===== src/rtl/cia_pkg.sv =====
// package: opcodes, status codes and shared types for the checked integer alu
package cia_pkg;

    localparam int WIDTH_DEF = 32;
    localparam int FUNC_W    = 5;
    localparam int STAT_W    = 3;
    localparam int RES_W     = 64;

    typedef enum logic [FUNC_W-1:0] {
        F_ADD = 5'd0, F_SUB = 5'd1, F_MUL = 5'd2, F_DIV = 5'd3, F_MOD = 5'd4,
        F_NEG = 5'd5, F_NOT = 5'd6, F_AND = 5'd7, F_OR = 5'd8, F_XOR = 5'd9,
        F_SHL = 5'd10, F_SHR = 5'd11, F_EQ = 5'd12, F_NE = 5'd13, F_LT = 5'd14,
        F_LE = 5'd15, F_GT = 5'd16, F_GE = 5'd17, F_CVT = 5'd18
    } t_func;

    typedef enum logic [STAT_W-1:0] {
        ST_OK = 3'd0, ST_OVER = 3'd1, ST_UNDER = 3'd2, ST_DIVZ = 3'd3, ST_SHIFT = 3'd4
    } t_status;

    typedef struct packed {
        logic    done;
        logic    fixed;
        logic    is_mod;
        logic    sg;
        logic    neg_q;
        logic    neg_r;
        logic    [RES_W-1:0] res;
        t_status st;
    } t_ctl;

endpackage


===== src/rtl/cia_back.sv =====
// last stage: product range check and quotient or remainder sign fixup
module cia_back #(
    parameter int WIDTH = cia_pkg::WIDTH_DEF
) (
    input  logic [WIDTH-1:0]   i_quo,
    input  logic [WIDTH-1:0]   i_rem,
    input  logic [2*WIDTH-1:0] i_prod,
    input  cia_pkg::t_ctl      i_ctl,
    output logic [cia_pkg::RES_W-1:0] o_res,
    output logic [cia_pkg::STAT_W-1:0] o_st
);
    import cia_pkg::*;

    logic [2*WIDTH-1:0] lim;
    logic [WIDTH-1:0]   v, sv;
    t_status            st;

    always_comb begin
        st = i_ctl.st;
        o_res = i_ctl.res;
        lim = '0;
        sv = '0;
        v = '0;
        if (!i_ctl.done && i_ctl.fixed) begin
            // positive limit is max, negative limit is magnitude of min
            if (!i_ctl.sg) lim = (2*WIDTH)'({WIDTH{1'b1}});
            else if (i_ctl.neg_q) lim = (2*WIDTH)'({1'b1, {(WIDTH-1){1'b0}}});
            else lim = (2*WIDTH)'({1'b0, {(WIDTH-1){1'b1}}});
            sv = i_prod[WIDTH-1:0];
            v = (i_ctl.sg && i_ctl.neg_q) ? (~sv + 1'b1) : sv;
            if (i_prod > lim) begin
                st = (i_ctl.sg && i_ctl.neg_q) ? ST_UNDER : ST_OVER;
                o_res = '0;
            end else o_res = RES_W'(v);
        end else if (!i_ctl.done) begin
            if (i_ctl.is_mod) v = i_ctl.neg_r ? (~i_rem + 1'b1) : i_rem;
            else v = i_ctl.neg_q ? (~i_quo + 1'b1) : i_quo;
            o_res = RES_W'(v);
        end
        o_st = st;
    end
endmodule


===== config.mk =====
export PLATFORM = sky130hd
export DESIGN_NAME = cia_back
export DESIGN_NICKNAME = d
export VERILOG_FILES = /design/src/rtl/cia_pkg.sv /design/src/rtl/cia_back.sv
export SDC_FILE = /design/constraint.sdc
export NUM_CORES = 1
export LEC_CHECK = 0
export BUFFER_PORTS_ARGS = -buffer_cell sky130_fd_sc_hd__buf_4
export CORE_AREA = 4 4 101 103
export DETAILED_ROUTE_END_ITERATION = 12
export DIE_AREA = 0 0 105 107
export PLACE_DENSITY = 0.87
export SLEW_MARGIN = 40
export SYNTH_ARGS = -nofsm -noshare
export SYNTH_HDL_FRONTEND = slang
export SYNTH_SLANG_ARGS = --single-unit

===== constraint.sdc =====
create_clock -name vclk -period 2.7
set_input_delay 0.135 -clock vclk [all_inputs]
set_output_delay 0.135 -clock vclk [all_outputs]
set_load 0.1 [all_outputs]

==> flow_summary.toml <==
[worst_setup_path]
path_cells = "buf_6 -> or4_4 -> or3_4 -> or3_4 -> a21o_1 -> o22a_4 -> buf_12 -> o211ai_4 -> buf_12"
arrival_ns = 2.63
critPathKind = "in -> out"
critPathMaxStageDelay_ns = 0.55
cp_data_required_time_ns = 2.57
critPathLaunchType = "input port"
slowest_stage = "or4_4"
cp-end-kind = "output port"
crit_fanout = 7

[logic_synthesis]
muxShareOfSynthArea_pct = 5.247
netlist_instances = 544
synth_cell_types = 52
yosys.area.top_type = "xnor2_1"
netlist_area_sq_um = 3672
synth_area_leaders = "xnor2_1 14%, xor2_1 6.0%, and2_1 5.8%"
synth.top_cell.area_share_pct = 13.59
synthesis.nets = 750
synth_xor_area_share_pct = 19.56
seq_area_frac_synth_pct = 0
synth_compound_area_share_pct = 33.49
avgSynthCellArea_sq_um = 6.751
synth_fa_ha_area_share_pct = 1.704
synthSimpleGateAreaFrac_pct = 33.83
yosysWarningCount = 0
synth_top_family_by_area = "simple AND/OR/NAND/NOR gates"

[power]
power_density_nw_per_um2 = 240.3
ir_drop_v = 0.0001839
power_mw = 1.720
leakage_nw = 2.960

[timing]
hold_viol = 0
drv_slew = 0
rsz0062_at_grt = "true"
period_share_pct = 102.3
finalWorstPathRequiredPeriod_ns = 2.762
worst_slew_pin_slew_ns = 0.4782
slew_headroom_pct = 67.83
fmax_mhz = 362.1
layout_setup_ws_ns = -0.06161
setup_violations = 26

[grt]
grt_first_pass_wirelength_mm = 29.80
antenna_found_initial = 0
grt_pass1_vias = 5881
grt_max_degree = 39
grt_remaining_overflow = 0
grt_use_total_pct = 32.54

[layout]
clock_buffers = 0
n_fill_cell = 672
flops_and_latches = 0
final_util_pct = 77.82
final_cells = 971
syn_to_final_growth_pct = 94.89
antenna_cells = 0
ff_latch_area_sq_um = 0
nets = 1068
drive_gt1_share_pct = 49.88

[die]
die_h_um = 107
rows = 35
die_x_um = 105
dieArea_sq_um = 11240
core_sq_um = 9196
ios = 268
initial_core_util_pct = 39.93

[drt]
vias = 5805
wirelength_mm = 19.95
drc = 0
vias_per_cell = 5.978
detail-route-antenna-nets = 0
wl_per_cell_um = 20.54
dr.pass1.iters = 5
drt_first_iter_violations = 341

[status]
outcome = "finished, violations left"
violations = "setup timing"

[clock_tree]
cts-hold-fix-buffers = 0

[placement]
post-place-ws_ns = -0.1775
dp.cells = 964
port_buffers = 268
dp_hpwl_mm = 16.15
gp_congestion = 0.9995

[job]
drv_cap = 0

[hold_path]
hold_class = "in -> out"
==> cells in the final DEF, fill, tap and decap left out, types with 4 or more instances in the layout <==
| cell | Yosys | layout |
|---|---|---|
| a21oi_1 | 24 | 23 |
| a22oi_1 | 19 | 17 |
| a31oi_1 | 5 | 5 |
| and2_1 | 34 | 33 |
| buf_12 | 0 | 32 |
| buf_4 | 0 | 316 |
| buf_6 | 3 | 6 |
| ha_1 | 5 | 5 |
| inv_1 | 14 | 14 |
| mux2i_1 | 17 | 17 |
| nand2_1 | 24 | 24 |
| nand2b_1 | 9 | 9 |
| nand3_1 | 10 | 10 |
| nand4_1 | 17 | 17 |
| nor2_1 | 37 | 36 |
| nor3_1 | 14 | 12 |
| nor4_1 | 21 | 19 |
| o211ai_1 | 4 | 4 |
| o211ai_4 | 0 | 12 |
| o21ai_0 | 19 | 17 |
| o21ai_4 | 0 | 18 |
| o31ai_1 | 23 | 16 |
| o31ai_2 | 0 | 7 |
| o41ai_1 | 15 | 12 |
| o41ai_2 | 1 | 4 |
| or2_2 | 10 | 10 |
| or3_1 | 16 | 15 |
| or4_1 | 19 | 16 |
| xnor2_1 | 57 | 57 |
| xor2_1 | 25 | 25 |
==> through the flow <==
stage	TNS (ns)	hold WS, ns	instance area, sq um
floorplan	-5.162	0.5981	3968
global placement	-2.396	0.7225	6556
detailed placement	-4.326	0.7264	6556
CTS	-0.2386	0.6808	6933
global route	-2.105	0.6980	7157
finish	-0.6231	0.6852	7157
==> area by class of cell <==
class                           instances  area (sq um)  area share (%)
Multi-Input combinational cell        491          3860           53.93
Timing Repair Buffer                  355          3105           43.39
Tap cell                              111         138.9           1.941
Inverter                               14         52.55          0.7343
==> final timing paths <==
path / from / end / slack, ns / cells after the start
hold / removal: i_ctl[27] / o_res[24] / 0.69 / 4
setup / recovery: i_prod[19] / o_res[23] / -0.06 / 9
==> synthesized netlist by cell type, drive strengths merged (16+ instances only) <==
library cell  number
xnor2             57
nor2              37
o21ai             37
and2              35
clkbuf            26
xor2              25
a21oi             24
nand2             24
o31ai             23
nor4              21
a22oi             19
or4               19
or3               18
mux2i             17
nand4             17
o211ai            16
o41ai             16
==> critical path: cells and delay by family <==
family | cells | cell delay, ns
compound gates | 3 | 0.66
buf+inv | 3 | 0.47
simple gates | 3 | 1.34
==> where the power goes <==
| part | switching, mW | leakage [nW] | internal, mW |
|---|---|---|---|
| combinational | 1.05 | 2.96 | 0.669 |
| clock | 0 | 0 | 0 |
| sequential | 0 | 0 | 0 |
==> kinds of logic after synthesis <==
| group | Yosys count |
|---|---|
| and+or+nand+nor | 221 |
| adders and majority gates | 5 |
| buffers and inverters | 53 |
| AOI/OAI and AO/OA | 164 |
| muxes | 19 |
| xor gates and xnor gates | 82 |
==> routing by layer <==
layer,part of all wire (%),vias up,track usage (%)
met5,0,-,0
met4,3.9,0,10.68
met3,9.5,49,7.225
met2,51,356,61.04
met1,36,2686,36.17
li1,-,2714,-
==> what timing repair did <==
action | 4_1_cts | 5_1_grt
pin swaps | 7 | 9
setup buffers | 3 | 3
gates resized for setup | 87 | 37
cloned | 0 | 1
endpoints found under the setup margin | 33 | 35
Note: power is estimated with default switching activity, not from simulation.
