[src/rtl/cia_pkg.sv]
// package: opcodes, status codes and shared types for the checked integer alu
package cia_pkg;

    localparam int WIDTH_DEF = 32;
    localparam int FUNC_W    = 5;
    localparam int STAT_W    = 3;
    localparam int RES_W     = 64;

    typedef enum logic [FUNC_W-1:0] {
        F_ADD = 5'd0, F_SUB = 5'd1, F_MUL = 5'd2, F_DIV = 5'd3, F_MOD = 5'd4,
        F_NEG = 5'd5, F_NOT = 5'd6, F_AND = 5'd7, F_OR = 5'd8, F_XOR = 5'd9,
        F_SHL = 5'd10, F_SHR = 5'd11, F_EQ = 5'd12, F_NE = 5'd13, F_LT = 5'd14,
        F_LE = 5'd15, F_GT = 5'd16, F_GE = 5'd17, F_CVT = 5'd18
    } t_func;

    typedef enum logic [STAT_W-1:0] {
        ST_OK = 3'd0, ST_OVER = 3'd1, ST_UNDER = 3'd2, ST_DIVZ = 3'd3, ST_SHIFT = 3'd4
    } t_status;

    typedef struct packed {
        logic    done;
        logic    fixed;
        logic    is_mod;
        logic    sg;
        logic    neg_q;
        logic    neg_r;
        logic    [RES_W-1:0] res;
        t_status st;
    } t_ctl;

endpackage

[src/rtl/cia_front.sv]
// first stage: decode, checks, simple ops, operand magnitudes and product
module cia_front #(
    parameter int WIDTH = cia_pkg::WIDTH_DEF
) (
    input  logic                  i_sg,
    input  logic [cia_pkg::FUNC_W-1:0] i_func,
    input  logic [WIDTH-1:0]      i_a,
    input  logic [WIDTH-1:0]      i_b,
    input  logic [7:0]            i_sh,
    input  logic [1:0]            i_twc,
    input  logic                  i_tsig,
    output logic [WIDTH-1:0]      o_num,
    output logic [WIDTH-1:0]      o_den,
    output logic [2*WIDTH-1:0]    o_prod,
    output cia_pkg::t_ctl         o_ctl
);
    import cia_pkg::*;

    localparam logic [WIDTH-1:0] SMIN = {1'b1, {(WIDTH-1){1'b0}}};

    logic             a_neg, b_neg;
    logic [WIDTH-1:0] mag_a, mag_b;
    logic [WIDTH:0]   sum, dif;
    logic [WIDTH-1:0] shr_v;
    logic [WIDTH-1:0] neg_v, not_v, shl_v;
    logic             lt_v, eq_v;
    logic [RES_W-1:0] ext_a, tmask;
    logic [RES_W-1:0] tmax;
    logic             in_lo, big;

    always_comb begin
        a_neg = i_sg & i_a[WIDTH-1];
        b_neg = i_sg & i_b[WIDTH-1];
        mag_a = a_neg ? (~i_a + 1'b1) : i_a;
        mag_b = b_neg ? (~i_b + 1'b1) : i_b;
        o_prod = mag_a * mag_b;
        sum = {a_neg, i_a} + {b_neg, i_b};
        dif = {a_neg, i_a} - {b_neg, i_b};
        shr_v = WIDTH'($signed({a_neg, i_a}) >>> i_sh);
        neg_v = ~i_a + 1'b1;
        not_v = ~i_a;
        shl_v = i_a << i_sh;
        eq_v = (i_a == i_b);
        lt_v = i_sg ? ($signed(i_a) < $signed(i_b)) : (i_a < i_b);
        ext_a = a_neg ? {{(RES_W-WIDTH){1'b1}}, i_a} : {{(RES_W-WIDTH){1'b0}}, i_a};
        case (i_twc)
            2'd0:    tmask = 64'h0000_0000_0000_00ff;
            2'd1:    tmask = 64'h0000_0000_0000_ffff;
            2'd2:    tmask = 64'h0000_0000_ffff_ffff;
            default: tmask = '1;
        endcase
        tmax  = i_tsig ? (tmask >> 1) : tmask;
        big   = (ext_a > tmax);
        // negative value fits when its bits from the target sign bit up are all ones
        in_lo = ((ext_a | (tmask >> 1)) == '1);

        o_num = mag_a;
        o_den = mag_b;
        o_ctl = '0;
        o_ctl.done   = 1'b1;
        o_ctl.sg     = i_sg;
        o_ctl.neg_q  = a_neg ^ b_neg;
        o_ctl.neg_r  = a_neg;
        o_ctl.is_mod = (i_func == F_MOD);
        o_ctl.st     = ST_OK;
        case (i_func)
            F_ADD: begin
                if (i_sg) begin
                    if (sum[WIDTH] != sum[WIDTH-1])
                        o_ctl.st = sum[WIDTH] ? ST_UNDER : ST_OVER;
                end else if (sum[WIDTH]) o_ctl.st = ST_OVER;
                o_ctl.res = RES_W'(sum[WIDTH-1:0]);
            end
            F_SUB: begin
                if (i_sg) begin
                    if (dif[WIDTH] != dif[WIDTH-1])
                        o_ctl.st = dif[WIDTH] ? ST_UNDER : ST_OVER;
                end else if (dif[WIDTH]) o_ctl.st = ST_UNDER;
                o_ctl.res = RES_W'(dif[WIDTH-1:0]);
            end
            F_MUL: begin
                o_ctl.done = 1'b0;
                o_ctl.fixed = 1'b1;
            end
            F_DIV, F_MOD: begin
                if (i_b == '0) o_ctl.st = ST_DIVZ;
                else if (i_sg && i_a == SMIN && i_b == '1) o_ctl.st = ST_OVER;
                else o_ctl.done = 1'b0;
            end
            F_NEG: begin
                if (i_sg) begin
                    if (i_a == SMIN) o_ctl.st = ST_OVER;
                    else o_ctl.res = RES_W'(neg_v);
                end else if (i_a != '0) o_ctl.st = ST_UNDER;
            end
            F_NOT: o_ctl.res = RES_W'(not_v);
            F_AND: o_ctl.res = RES_W'(i_a & i_b);
            F_OR:  o_ctl.res = RES_W'(i_a | i_b);
            F_XOR: o_ctl.res = RES_W'(i_a ^ i_b);
            F_SHL: begin
                if (i_sh >= 8'(WIDTH)) o_ctl.st = ST_SHIFT;
                else o_ctl.res = RES_W'(shl_v);
            end
            F_SHR: begin
                if (i_sh >= 8'(WIDTH)) o_ctl.st = ST_SHIFT;
                else o_ctl.res = RES_W'(shr_v);
            end
            F_EQ: o_ctl.res = RES_W'(eq_v);
            F_NE: o_ctl.res = RES_W'(!eq_v);
            F_LT: o_ctl.res = RES_W'(lt_v);
            F_LE: o_ctl.res = RES_W'(lt_v | eq_v);
            F_GT: o_ctl.res = RES_W'(!(lt_v | eq_v));
            F_GE: o_ctl.res = RES_W'(!lt_v);
            F_CVT: begin
                if (a_neg) begin
                    if (!i_tsig || !in_lo) o_ctl.st = ST_UNDER;
                    else o_ctl.res = ext_a & tmask;
                end else if (big) o_ctl.st = ST_OVER;
                else o_ctl.res = ext_a & tmask;
            end
            default: o_ctl.res = '0;
        endcase
        if (o_ctl.st != ST_OK) o_ctl.res = '0;
    end
endmodule

[config.mk]
export PLATFORM = sky130hd
export DESIGN_NAME = cia_front
export DESIGN_NICKNAME = d
export VERILOG_FILES = /design/src/rtl/cia_pkg.sv /design/src/rtl/cia_front.sv
export SDC_FILE = /design/constraint.sdc
export NUM_CORES = 2
export LEC_CHECK = 0
export BUFFER_PORTS_ARGS = -buffer_cell sky130_fd_sc_hd__buf_4
export CORE_MARGIN = 1.5
export CORE_UTILIZATION = 25
export DETAILED_ROUTE_END_ITERATION = 8
export PLACE_DENSITY = 0.42
export SYNTH_ARGS = -nofsm -noshare
export SYNTH_HDL_FRONTEND = slang
export SYNTH_SLANG_ARGS = --single-unit
[constraint.sdc]
create_clock -name vclk -period 19.3
set_clock_uncertainty 0.2 [all_clocks]
set_input_delay 1.93 -clock vclk [all_inputs]
set_output_delay 1.93 -clock vclk [all_outputs]
set_load 0.01 [all_outputs]
==> reports/results.ini <==
[timing]
finalCriticalPeriod_ns=16.24
final-hold-violation-count=0
fmax_mhz=61.6
slew_violations=0
tightestPinTransition_ns=1.23
setup_tns_ns=0
rsz0062_at_grt=no
setup_violations=0
period_share=0.841
slew_headroom=0.172

[critical_path]
cp_slowest_stage_delay_ns=1.03
critical_path_class=in2out
critPathCapture=o_prod[60]
required_ns=17.17
cp.arrival_ns=14.11
worst_path_max_delay_cell=clkinv_1
worst_setup_path_end_kind=output port
crit_fanout=17
cp_common_cell=fa_1
start_kind=input pin
cp-startpoint=i_a[1]

[drt]
drt-initial-drc-count=3793
drc=0
dr.pass1.iters=6
wl_um=219000
viasPerCell=5.16
wl_per_cell_um=26.9
vias=42000
ant_nets=0

[floorplan]
num_rows=155
initial_core_util=0.252
die-area_um2=182000
io_pins=282
chipHeight_um=427
die_w_um=427
core_area_um2=178000

[run]
maxCapViolations=0

[yosys]
yosys_warnings=0
synth.avg_cell_area_um2=7.81
synthesis.instances=5752
ys_types=90
syn_area_um2=44900
syn_nets=7166
yosysSeqAreaShare=0

[status]
status=complete, no violations

[global_routing]
grt_usage=0.239
grt_pass1_vias=43700
grt_overflow=0
grt_pass1_wl_um=316000
antenna_found_initial=13
grt_max_degree=72

[cells_and_area]
ff_latch_area_um2=0
clkbuf_count=0
layout-drive-gt1-share=0.0924
area_delta_synth_final_pct=10.8
nFillCells=19600
final_common_cell=inv_1
flops_and_latches=0
mostFrequentLayoutCells=inv_1 (1046), fa_1 (898), nor2_1 (769), nand2_1 (719), ha_1 (435)
fin_cells=8137
fin_nets=7195

[placed_design]
dp_hpwl_um=175000
routabilityCongestion=0.983
placedCellCount=8134
io_buffers=282

[min_path]
min-delay-start=i_sg
hold_path_class=in2out

[clock_network]
cts_resized=0
postCtsHoldBufs=0
cts_setup_buffers=0

==> per-layer routing <==
metal,GRT usage,vias to the layer above,part of all wire
met5,0,-,0.000055
met4,0.101,2,0.052
met1,0.325,21700,0.43
met3,0.0283,380,0.070
met2,0.381,1834,0.45
li1,-,18100,-
==> metrics by stage <==
step	utilization	hold slack [ns]	setup WS, ns	area, um2
floorplan	-	3.75	5.72	44900
global placement	0.279	4.06	3.36	49800
detailed placement	0.279	4.06	3.27	49800
CTS	0.279	4.06	3.24	49800
global route	0.279	4.06	2.51	49800
finish	0.279	4.07	3.06	49800
==> critical path: cells and delay by family <==
kind	cells	cell delay (ns)
and+or+nand+nor	6	2.11
buffers and inverters	8	2.01
adders and majority gates	10	4.65
AOI/OAI and AO/OA	9	3.10
xor gates and xnor gates	2	0.27
==> Yosys cell counts (all sizes together) (45+ instances only) <==
cell type	count	area, um2
inv	1053	3950
fa	898	18000
nor2	772	2900
nand2	719	2700
ha	435	5440
clkbuf	299	1120
a21oi	260	1300
o21ai	182	911
xnor2	134	1180
nor3	83	415
buf	76	482
a211oi	68	551
a21o	55	413
a31oi	53	332
mux2i	45	450
==> area by class of cell <==
type,instances,area (um2),area share
Multi-Input combinational cell,4304,39800,0.799
Inverter,1073,4030,0.0809
Timing Repair Buffer,402,3020,0.0606
Tap cell,2355,2950,0.0592
Antenna cell,3,7.51,0.000151
==> worst min path at each step <==
stage,depth (start not counted),to
after detailed placement,2,o_ctl[69]
after global routing,2,o_ctl[69]
final,2,o_ctl[69]
after CTS,2,o_ctl[69]
after global placement,2,o_ctl[69]
after floorplan,1,o_ctl[69]
==> kinds of logic after synthesis <==
family / after synthesis / synth area share
AOI/OAI and AO/OA: 902 / 0.131
adders and majority gates: 1333 / 0.521
buffers and inverters: 1448 / 0.125
xor gates and xnor gates: 162 / 0.0318
and+or+nand+nor: 1833 / 0.171
muxes: 74 / 0.0201
Power is left out: the tool's default activity adds up to more than one toggle a clock period on the data nets, which glitch-free logic cannot reach.
