--- src/rtl/cia_pkg.sv ---
// package: opcodes, status codes and shared types for the checked integer alu
package cia_pkg;

    localparam int WIDTH_DEF = 32;
    localparam int FUNC_W    = 5;
    localparam int STAT_W    = 3;
    localparam int RES_W     = 64;

    typedef enum logic [FUNC_W-1:0] {
        F_ADD = 5'd0, F_SUB = 5'd1, F_MUL = 5'd2, F_DIV = 5'd3, F_MOD = 5'd4,
        F_NEG = 5'd5, F_NOT = 5'd6, F_AND = 5'd7, F_OR = 5'd8, F_XOR = 5'd9,
        F_SHL = 5'd10, F_SHR = 5'd11, F_EQ = 5'd12, F_NE = 5'd13, F_LT = 5'd14,
        F_LE = 5'd15, F_GT = 5'd16, F_GE = 5'd17, F_CVT = 5'd18
    } t_func;

    typedef enum logic [STAT_W-1:0] {
        ST_OK = 3'd0, ST_OVER = 3'd1, ST_UNDER = 3'd2, ST_DIVZ = 3'd3, ST_SHIFT = 3'd4
    } t_status;

    typedef struct packed {
        logic    done;
        logic    fixed;
        logic    is_mod;
        logic    sg;
        logic    neg_q;
        logic    neg_r;
        logic    [RES_W-1:0] res;
        t_status st;
    } t_ctl;

endpackage

--- src/rtl/cia_div_cell.sv ---
// one restoring divider stage, one quotient bit per cell
module cia_div_cell #(
    parameter int WIDTH = cia_pkg::WIDTH_DEF,
    parameter int IDX   = 0
) (
    input  logic             i_clk,
    input  logic             i_rst_n,
    input  logic             i_adv,
    input  logic             i_vld,
    input  logic [WIDTH-1:0] i_rem,
    input  logic [WIDTH-1:0] i_num,
    input  logic [WIDTH-1:0] i_den,
    input  cia_pkg::t_ctl    i_ctl,
    output logic             o_vld,
    output logic [WIDTH-1:0] o_rem,
    output logic [WIDTH-1:0] o_num,
    output logic [WIDTH-1:0] o_den,
    output cia_pkg::t_ctl    o_ctl
);
    import cia_pkg::*;

    logic [WIDTH:0]   n_trial;
    logic [WIDTH:0]   n_diff;
    logic [WIDTH-1:0] n_rem;
    logic [WIDTH-1:0] n_num;
    logic             r_vld;
    logic [WIDTH-1:0] r_rem, r_num, r_den;
    t_ctl             r_ctl;

    always_comb begin
        n_trial = {i_rem, i_num[WIDTH-1-IDX]};
        n_diff  = n_trial - {1'b0, i_den};
        n_num   = i_num;
        if (!n_diff[WIDTH]) begin
            n_rem = n_diff[WIDTH-1:0];
            n_num[WIDTH-1-IDX] = 1'b1;
        end else begin
            n_rem = n_trial[WIDTH-1:0];
            n_num[WIDTH-1-IDX] = 1'b0;
        end
    end

    always_ff @(posedge i_clk) begin
        if (!i_rst_n) begin
            r_vld <= 1'b0;
        end else if (i_adv) begin
            r_vld <= i_vld;
        end
    end

    always_ff @(posedge i_clk) begin
        if (i_adv) begin
            r_rem <= n_rem;
            r_num <= n_num;
            r_den <= i_den;
            r_ctl <= i_ctl;
        end
    end

    assign o_vld = r_vld;
    assign o_rem = r_rem;
    assign o_num = r_num;
    assign o_den = r_den;
    assign o_ctl = r_ctl;
endmodule

--- config.mk ---
export PLATFORM = sky130hd
export DESIGN_NAME = cia_div_cell
export DESIGN_NICKNAME = d
export VERILOG_FILES = /design/src/rtl/cia_pkg.sv /design/src/rtl/cia_div_cell.sv
export SDC_FILE = /design/constraint.sdc
export NUM_CORES = 1
export LEC_CHECK = 0
export BUFFER_PORTS_ARGS = -buffer_cell sky130_fd_sc_hd__buf_4
export CAP_MARGIN = 25
export CORE_UTILIZATION = 45
export CTS_CLUSTER_SIZE = 30
export DETAILED_ROUTE_END_ITERATION = 12
export HOLD_SLACK_MARGIN = 0.1
export PLACE_DENSITY = 0.77
export SLEW_MARGIN = 20
export SYNTH_ARGS = -nofsm -noshare
export SYNTH_HDL_FRONTEND = slang
export SYNTH_SLANG_ARGS = --single-unit
--- constraint.sdc ---
create_clock -name i_clk -period 4 [get_ports i_clk]
set_clock_uncertainty 0.1 [all_clocks]
set_input_delay 0.2 -clock i_clk [delete_from_list [all_inputs] [get_ports i_clk]]
set_output_delay 0.2 -clock i_clk [all_outputs]
set_load 0.01 [all_outputs]
==> out/qor.yml, run 1 <==
outcome: "finished, final reports clean"
rows: 47
worst_r2r_path_depth: 3
drt_first_iter_violations: 559
post_cts.resized_instances: 0
postLayoutCellArea_mm2: 0.0127
finalCriticalPeriod_ns: 3.59
regToRegSetupSlack_ns: 2.70
vias: 6580
synth_area_per_cell_um2: 14.7
antennaDiodeCount: 0
io_pins: 343
cap_violations: 0
async_flop_share_pct: 0
cp_slowest_cell: "dlygate4sd3_1"
yosys.cell_types.count: 50
drc: 0
cts_tree: "built"
r2r_start: "o_vld"
place_ws_ns: 0.562
worst_skew_pair.late_latency_ns: 0.42
die_h_um: 132
synth_area_mm2: 0.00760
area_growth_pct: 67.4
rsz0062_at_grt: "no"
synth_edf_count: 169
ys_seq_area_share_pct: 67.1
ys.flop_type: "edfxtp_1"
cts-root-buf: "clkbuf_16"
via_per_inst: 5.17
path_clk_slew_ns: 0.07
ant_nets: 0
multi_input_area_mm2: 0.00230
cts_buffers: 17
final-setup-viol-count: 0
syn_inst: 516
overflow: 0
whs_ns: 0.229
grt_pass1_vias: 6704
fin_crit_sh_pct: 89.7
grt_antenna_before_repair: 1
crit_path_start_kind: "primary input"
cts_hold_buf: 170
final_nets: 1245
startpoint: "i_num[31]"
path_cells: "dlygate4sd3_1 -> buf_4 -> inv_1 -> ha_1 -> fa_1 -> nand2b_1 -> a21oi_1 -> o211ai_1 -> a21oi_1 -> o31a_2 -> mux2i_1 -> nor2_4 -> buf_4 -> mux2_4"
postCtsSetupBuffers: 0
grt.total_usage_pct: 30.6
die-area_mm2: 0.0174
routed_wire_length_per_instance_um: 21.0
drt-pass1-iter-count: 6
cpPeakStageDelay_ns: 0.54
place_area_mm2: 0.0104
core_area_mm2: 0.0165
r2r_end: "o_vld"
power.density_mw_per_mm2: 401
synth_nets: 722
cts.htree.levels: 4
place_congestion: 0.866
cts.sinks: 170
relSlewSlack_pct: 43.3
hold_path_class: "in -> reg"
max_freq_ghz: 0.279
cts_max_path_buffers: 2
portBuffers: 342
drv_slew: 0
start_util_pct: 46.0
fin_ws_ns: 0.412
endpoint_kind: "flip-flop"
ir_worst_vdd_v: 0.000294
cp.required_ns: 4.07
arrival_ns: 3.66
dp_hpwl_um: 17100
seq_area_mm2: 0.00509
leakage_nw: 5.61
synth_seq_cells: 170
grt_pass1_wl_um: 39400
finalHoldViolCount: 0
layout-drive-gt1-share_pct: 39.1
tightest_slew_ns: 0.850
drt-total-wl_um: 26700
critPathMaxFanout: 12
final.setup.tns_ns: 0
die-width_um: 132
n_fill_cell: 955
crit_type: "in -> reg"
cp-endpoint: "o_rem[20]"
yosysWarnings: 0
grt_max_degree: 90
[sequential cells by signal (all words and copies together), names as in the netlist]
| signal | count |
|---|---|
| o_den | 32 |
| o_vld | 1 |
| o_num | 32 |
| o_rem | 32 |
| o_ctl | 73 |
[metal layers]
layer / GRT usage, % / vias to the layer above / wire length (um)
met1: 35.3 / 3181 / 10100
met5: 0 / - / 13
li1: - / 3003 / -
met3: 7.61 / 65 / 1940
met2: 53.8 / 329 / 13500
met4: 13.9 / 2 / 1160
[layout by cell type (no fill, tap or decap), types with 3 or more instances in the layout]
cell type / count
a21oi_1: 38
inv_1: 38
mux2_4: 25
and2_1: 3
nor3_1: 4
a21bo_2: 3
xor2_1: 10
o211ai_1: 6
and4_1: 3
and3_1: 4
xnor2_1: 13
o21bai_1: 5
nor2b_1: 6
a211oi_1: 3
ha_1: 32
edfxtp_1: 169
nand2_1: 27
dlygate4sd3_1: 170
nand2b_1: 8
inv_6: 4
nor2_1: 18
clkbuf_16: 17
nand3_1: 10
clkinvlp_4: 4
mux2_2: 3
buf_4: 343
a21o_1: 18
nand4_1: 6
o21a_1: 5
o21ai_0: 17
mux2i_1: 6
[synthesized netlist by cell type, types with 2 or more instances]
cell | number | area, um^2
a211oi_1 | 3 | 22.5
nor4_1 | 2 | 12.5
nand3b_1 | 2 | 15.0
nor3_1 | 4 | 20.0
buf_2 | 2 | 10.0
mux2_4 | 25 | 375
nand4_1 | 6 | 37.5
buf_6 | 3 | 33.8
o211ai_1 | 6 | 45.0
a21oi_1 | 38 | 190
ha_1 | 32 | 400
a21o_1 | 18 | 135
mux2_2 | 3 | 33.8
edfxtp_1 | 169 | 5070
o21ai_0 | 17 | 85.1
and3_1 | 4 | 25.0
inv_1 | 38 | 143
clkbuf_1 | 5 | 18.8
nor4b_1 | 2 | 17.5
and4_1 | 3 | 26.3
o21a_1 | 5 | 37.5
and2_1 | 3 | 18.8
or3_1 | 2 | 12.5
nand2_1 | 27 | 101
xnor2_1 | 13 | 114
nor2_1 | 18 | 67.6
nor2b_1 | 6 | 37.5
o21bai_1 | 5 | 37.5
nand3_1 | 10 | 50.1
nand2b_1 | 8 | 50.1
o31ai_1 | 2 | 15.0
xor2_1 | 10 | 87.6
a21bo_2 | 3 | 30.0
mux2i_1 | 6 | 60.1
[where the power goes]
group	total [mW]	switching (mW)	internal, mW
combinational	1.19	0.547	0.639
clock	1.70	0.740	0.955
sequential	2.22	0.0576	2.16
total	5.10	1.34	3.75
[logic make-up after synthesis]
| group | share of synthesized area, % |
|---|---|
| buf+inv | 2.77 |
| flops | 67.1 |
| simple gates | 6.82 |
| compound gates | 9.01 |
| fa+ha+maj | 5.53 |
| xor+xnor | 2.65 |
| mux | 6.17 |
[worst min path at each step]
stage | start | end | slack, ns | cells after the start
after floorplan | i_ctl[0] | o_ctl[0] | 0.20 | 0
after global placement | i_ctl[39] | o_ctl[39] | 0.28 | 1
after detailed placement | i_ctl[24] | o_ctl[24] | 0.28 | 1
after CTS | i_rem[31] | o_num[31] | 0.25 | 4
after global routing | i_adv | o_ctl[21] | 0.28 | 1
final | i_adv | o_ctl[21] | 0.23 | 1
[cell type report]
cell class | instances | share of cell area, %
Sequential cell | 170 | 40.1
Multi-Input combinational cell | 297 | 18.1
Clock inverter | 13 | 1.23
Timing Repair Buffer | 515 | 33.9
Clock buffer | 19 | 3.48
Inverter | 38 | 1.12
Tap cell | 220 | 2.16
[critical path, delay by kind of cell]
kind | cells | cell delay, ns
compound gates | 4 | 0.81
simple gates | 2 | 0.54
buf+inv | 4 | 1.03
fa+ha+maj | 2 | 0.63
mux | 2 | 0.44
[through the flow]
| step | std cells | total power [mW] | util, % |
|---|---|---|---|
| 4_1_cts | 1272 | 5.08 | 77.0 |
| 6_report | 1272 | 5.10 | 77.0 |
| 5_1_grt | 1272 | 5.26 | 77.0 |
| 3_5_place_dp | 1070 | 3.26 | 63.0 |
| 3_3_place_gp | 1070 | 3.24 | 63.0 |
| 2_1_floorplan | 516 | 2.73 | - |
No activity file was read; power rests on OpenSTA's default activity.
==> inputs of run 2 (changes only) <==
--- a/config.mk
+++ b/config.mk
@@ -10,6 +10,7 @@
 export CORE_UTILIZATION = 45
 export CTS_CLUSTER_SIZE = 30
 export DETAILED_ROUTE_END_ITERATION = 12
+export GPL_TIMING_DRIVEN = 0
 export HOLD_SLACK_MARGIN = 0.1
 export PLACE_DENSITY = 0.77
 export SLEW_MARGIN = 20
==> constraint.sdc (replaced) <==
create_clock -name i_clk -period 3.8 [get_ports i_clk]
set_clock_uncertainty 0.1 [all_clocks]
set_input_delay 0.19 -clock i_clk [delete_from_list [all_inputs] [get_ports i_clk]]
set_output_delay 0.19 -clock i_clk [all_outputs]
set_load 0.01 [all_outputs]
==> run 2 against run 1 <==
Worst hold slack worse by 0.066 ns. Largest power group unchanged. Via count up 0.49%. Clock power up 4%. Routed wire length down 0.29%. Non-clock buffer count up 9. Sequential cell count unchanged. First-iteration DRC count down 4.5%. Combinational power up 5%. Power up 4.8%. Critical path depth unchanged.
==> out/qor.yml, run 2 (synthesis results as in run 1) <==
netSwitchingPower_mw: 1.50  # +12%
cts_buffers: 17  # unchanged
path_cells: "dlygate4sd3_1 -> buf_4 -> inv_1 -> ha_1 -> fa_1 -> nand2b_1 -> a21oi_1 -> o211ai_1 -> a21oi_1 -> o31a_2 -> mux2i_1 -> nor2_2 -> buf_6 -> mux2_4"
io_pins: 343  # unchanged
drt_first_iter_violations: 534  # -4.5%
cp_slowest_cell: "dlygate4sd3_1"
final_common_cell: "buf_4"
finalCriticalPeriod_ns: 3.60
routed_wire_length_per_instance_um: 20.7  # -1.2%
leakage_nw: 5.65  # +0.73%
tightest_slew_ns: 0.716  # -0.134 ns
hold_path_class: "in -> reg"
place_congestion: 0.879  # +1.4%
crit_buf_inv: 4  # unchanged
cts_tree: "built"
drt-total-wl_um: 26600  # -0.29%
endpoint_kind: "flip-flop"
path_clk_slew_ns: 0.08  # about the same
dp_hpwl_um: 16800  # -1.6%
ir_worst_vdd_v: 0.000397  # +35%
placed_cells: 1079  # +0.84%
fin_ws_ns: 0.201  # -0.210 ns
die-width_um: 132  # unchanged
final-setup-viol-count: 0  # unchanged
start_util_pct: 46.0  # unchanged
fin_crit_sh_pct: 94.7
p_clk_share_pct: 32.9  # -0.3 points
crit_type: "in -> reg"
grt_antenna_before_repair: 4  # +3
finalHoldViolCount: 0  # unchanged
arrival_ns: 3.68  # +0.02 ns
cts.htree.levels: 4  # unchanged
ant_nets: 0  # unchanged
grt.total_usage_pct: 30.7  # +0.11 points
power.share.switching_pct: 28.1  # +1.8 points
min_path_cells: 1  # unchanged
drc: 0  # unchanged
vias: 6612  # +0.49%
wl_met2_um: 13500  # +0.17%
path_depth: 14  # unchanged
combPwrFrac_pct: 23.4  # about the same
worst_r2r_path_depth: 3  # unchanged
topRoutingLayerUsed: "met5"
intPower_mw: 3.84  # +2.2%
overflow: 0  # unchanged
place_ws_ns: 0.319  # -0.243 ns
via_per_inst: 5.15  # -0.45%
portBuffers: 342  # unchanged
area_growth_pct: 68.2
outcome: "finished, final reports clean"
cp.required_ns: 3.88  # -0.19 ns
path_delay_family: "compound AO/OA/AOI/OAI gates"
cts-root-buf: "clkbuf_16"
cts_max_path_buffers: 2  # unchanged
seq_power_share_pct: 43.7  # +0.2 points
die_h_um: 132  # unchanged
drv_slew: 0  # unchanged
layout_common_cells: "341 x buf_4, 170 x dlygate4sd3_1, 169 x edfxtp_1"
rsz0062_at_grt: "no"
rows: 47  # unchanged
relSlewSlack_pct: 52.2  # +8.9 points
final_nets: 1254  # +0.72%
cpMostUsedCell: "a21oi_1"
critPathMaxFanout: 10  # -2
cpPeakStageDelay_ns: 0.52  # -0.02 ns
cap_violations: 0  # unchanged
core_area_mm2: 0.0165  # unchanged
final.setup.tns_ns: 0  # unchanged
die-area_mm2: 0.0174  # unchanged
cts.sinks: 170  # unchanged
grt_max_degree: 90  # unchanged
crit_path_start_kind: "primary input"
layout-drive-gt1-share_pct: 39.2  # +0.14 points
power.density_mw_per_mm2: 418  # +4.2%
worst_skew_pair.late_latency_ns: 0.43  # about the same
met3WireLength_um: 1560  # -19%
max_freq_ghz: 0.278
regToRegSetupSlack_ns: 2.45  # -0.25 ns
met1_length_um: 10300  # +2.0%
drt-pass1-iter-count: 5  # -1
grt_pass1_vias: 6764  # +0.89%
finalNonFillerCells: 1284  # +0.94%
grt_pass1_wl_um: 39600  # +0.56%
largest_reg_flops: 73  # unchanged
==> run 2: changes by cell type in the layout (fill, tap and decap cells not counted), sizes merged, moves of 2 or more <==
cell and delta:
buf +3, bufinv -2, clkinv +7, clkbuf +4
diode +3, clkinvlp -4
==> run 2: timing repair <==
item                                   in CTS  in global routing
hold buffers                              170                  0
setup buffers                               0                  0
endpoints found under the hold margin     169                  0
resized for setup                           0                  0
==> run 2: routing by layer <==
layer	vias up	global-route usage, %
met5	-	0
met4	2	15.5
met3	70	6.96
met2	308	53.4
met1	3210	35.8
li1	3022	-
==> run 2: worst paths after layout <==
kind / from / end
hold reg to reg: o_vld / o_vld
setup / recovery: i_num[31] / o_rem[10]
hold / removal: i_adv / o_num[4]
setup reg to reg: o_vld / o_vld
==> run 2: cell type report <==
cell class	count	area, um^2
multi-input cells	297	2290
plain buffers	11	67.6
clock buffers	17	425
well taps	220	275
clock inverters	15	173
diodes	3	7.51
repair buffers	513	4300
inverters	38	143
fillers	990	3740
flip-flops and latches	170	5090
==> run 2: power groups by stage <==
stage / Sequential, mW / Clock (mW) / Combinational (mW)
detailed placement: 2.36 / 0 / 1.07
global route: 2.35 / 1.84 / 1.33
CTS: 2.32 / 1.76 / 1.23
finish: 2.33 / 1.76 / 1.25
global placement: 2.36 / 0 / 1.05
floorplan: 2.46 / 0 / 0.418
==> run 2: through the flow <==
step	cell area [um^2]	total power, mW	utilization [%]	hold slack, ns
floorplan	7600	2.87	-	0.189
detailed placement	10500	3.43	63.4	0.269
CTS	12800	5.32	77.3	0.191
finish	12800	5.34	77.4	0.163
global route	12800	5.51	77.3	0.185
global placement	10400	3.41	63.2	0.268
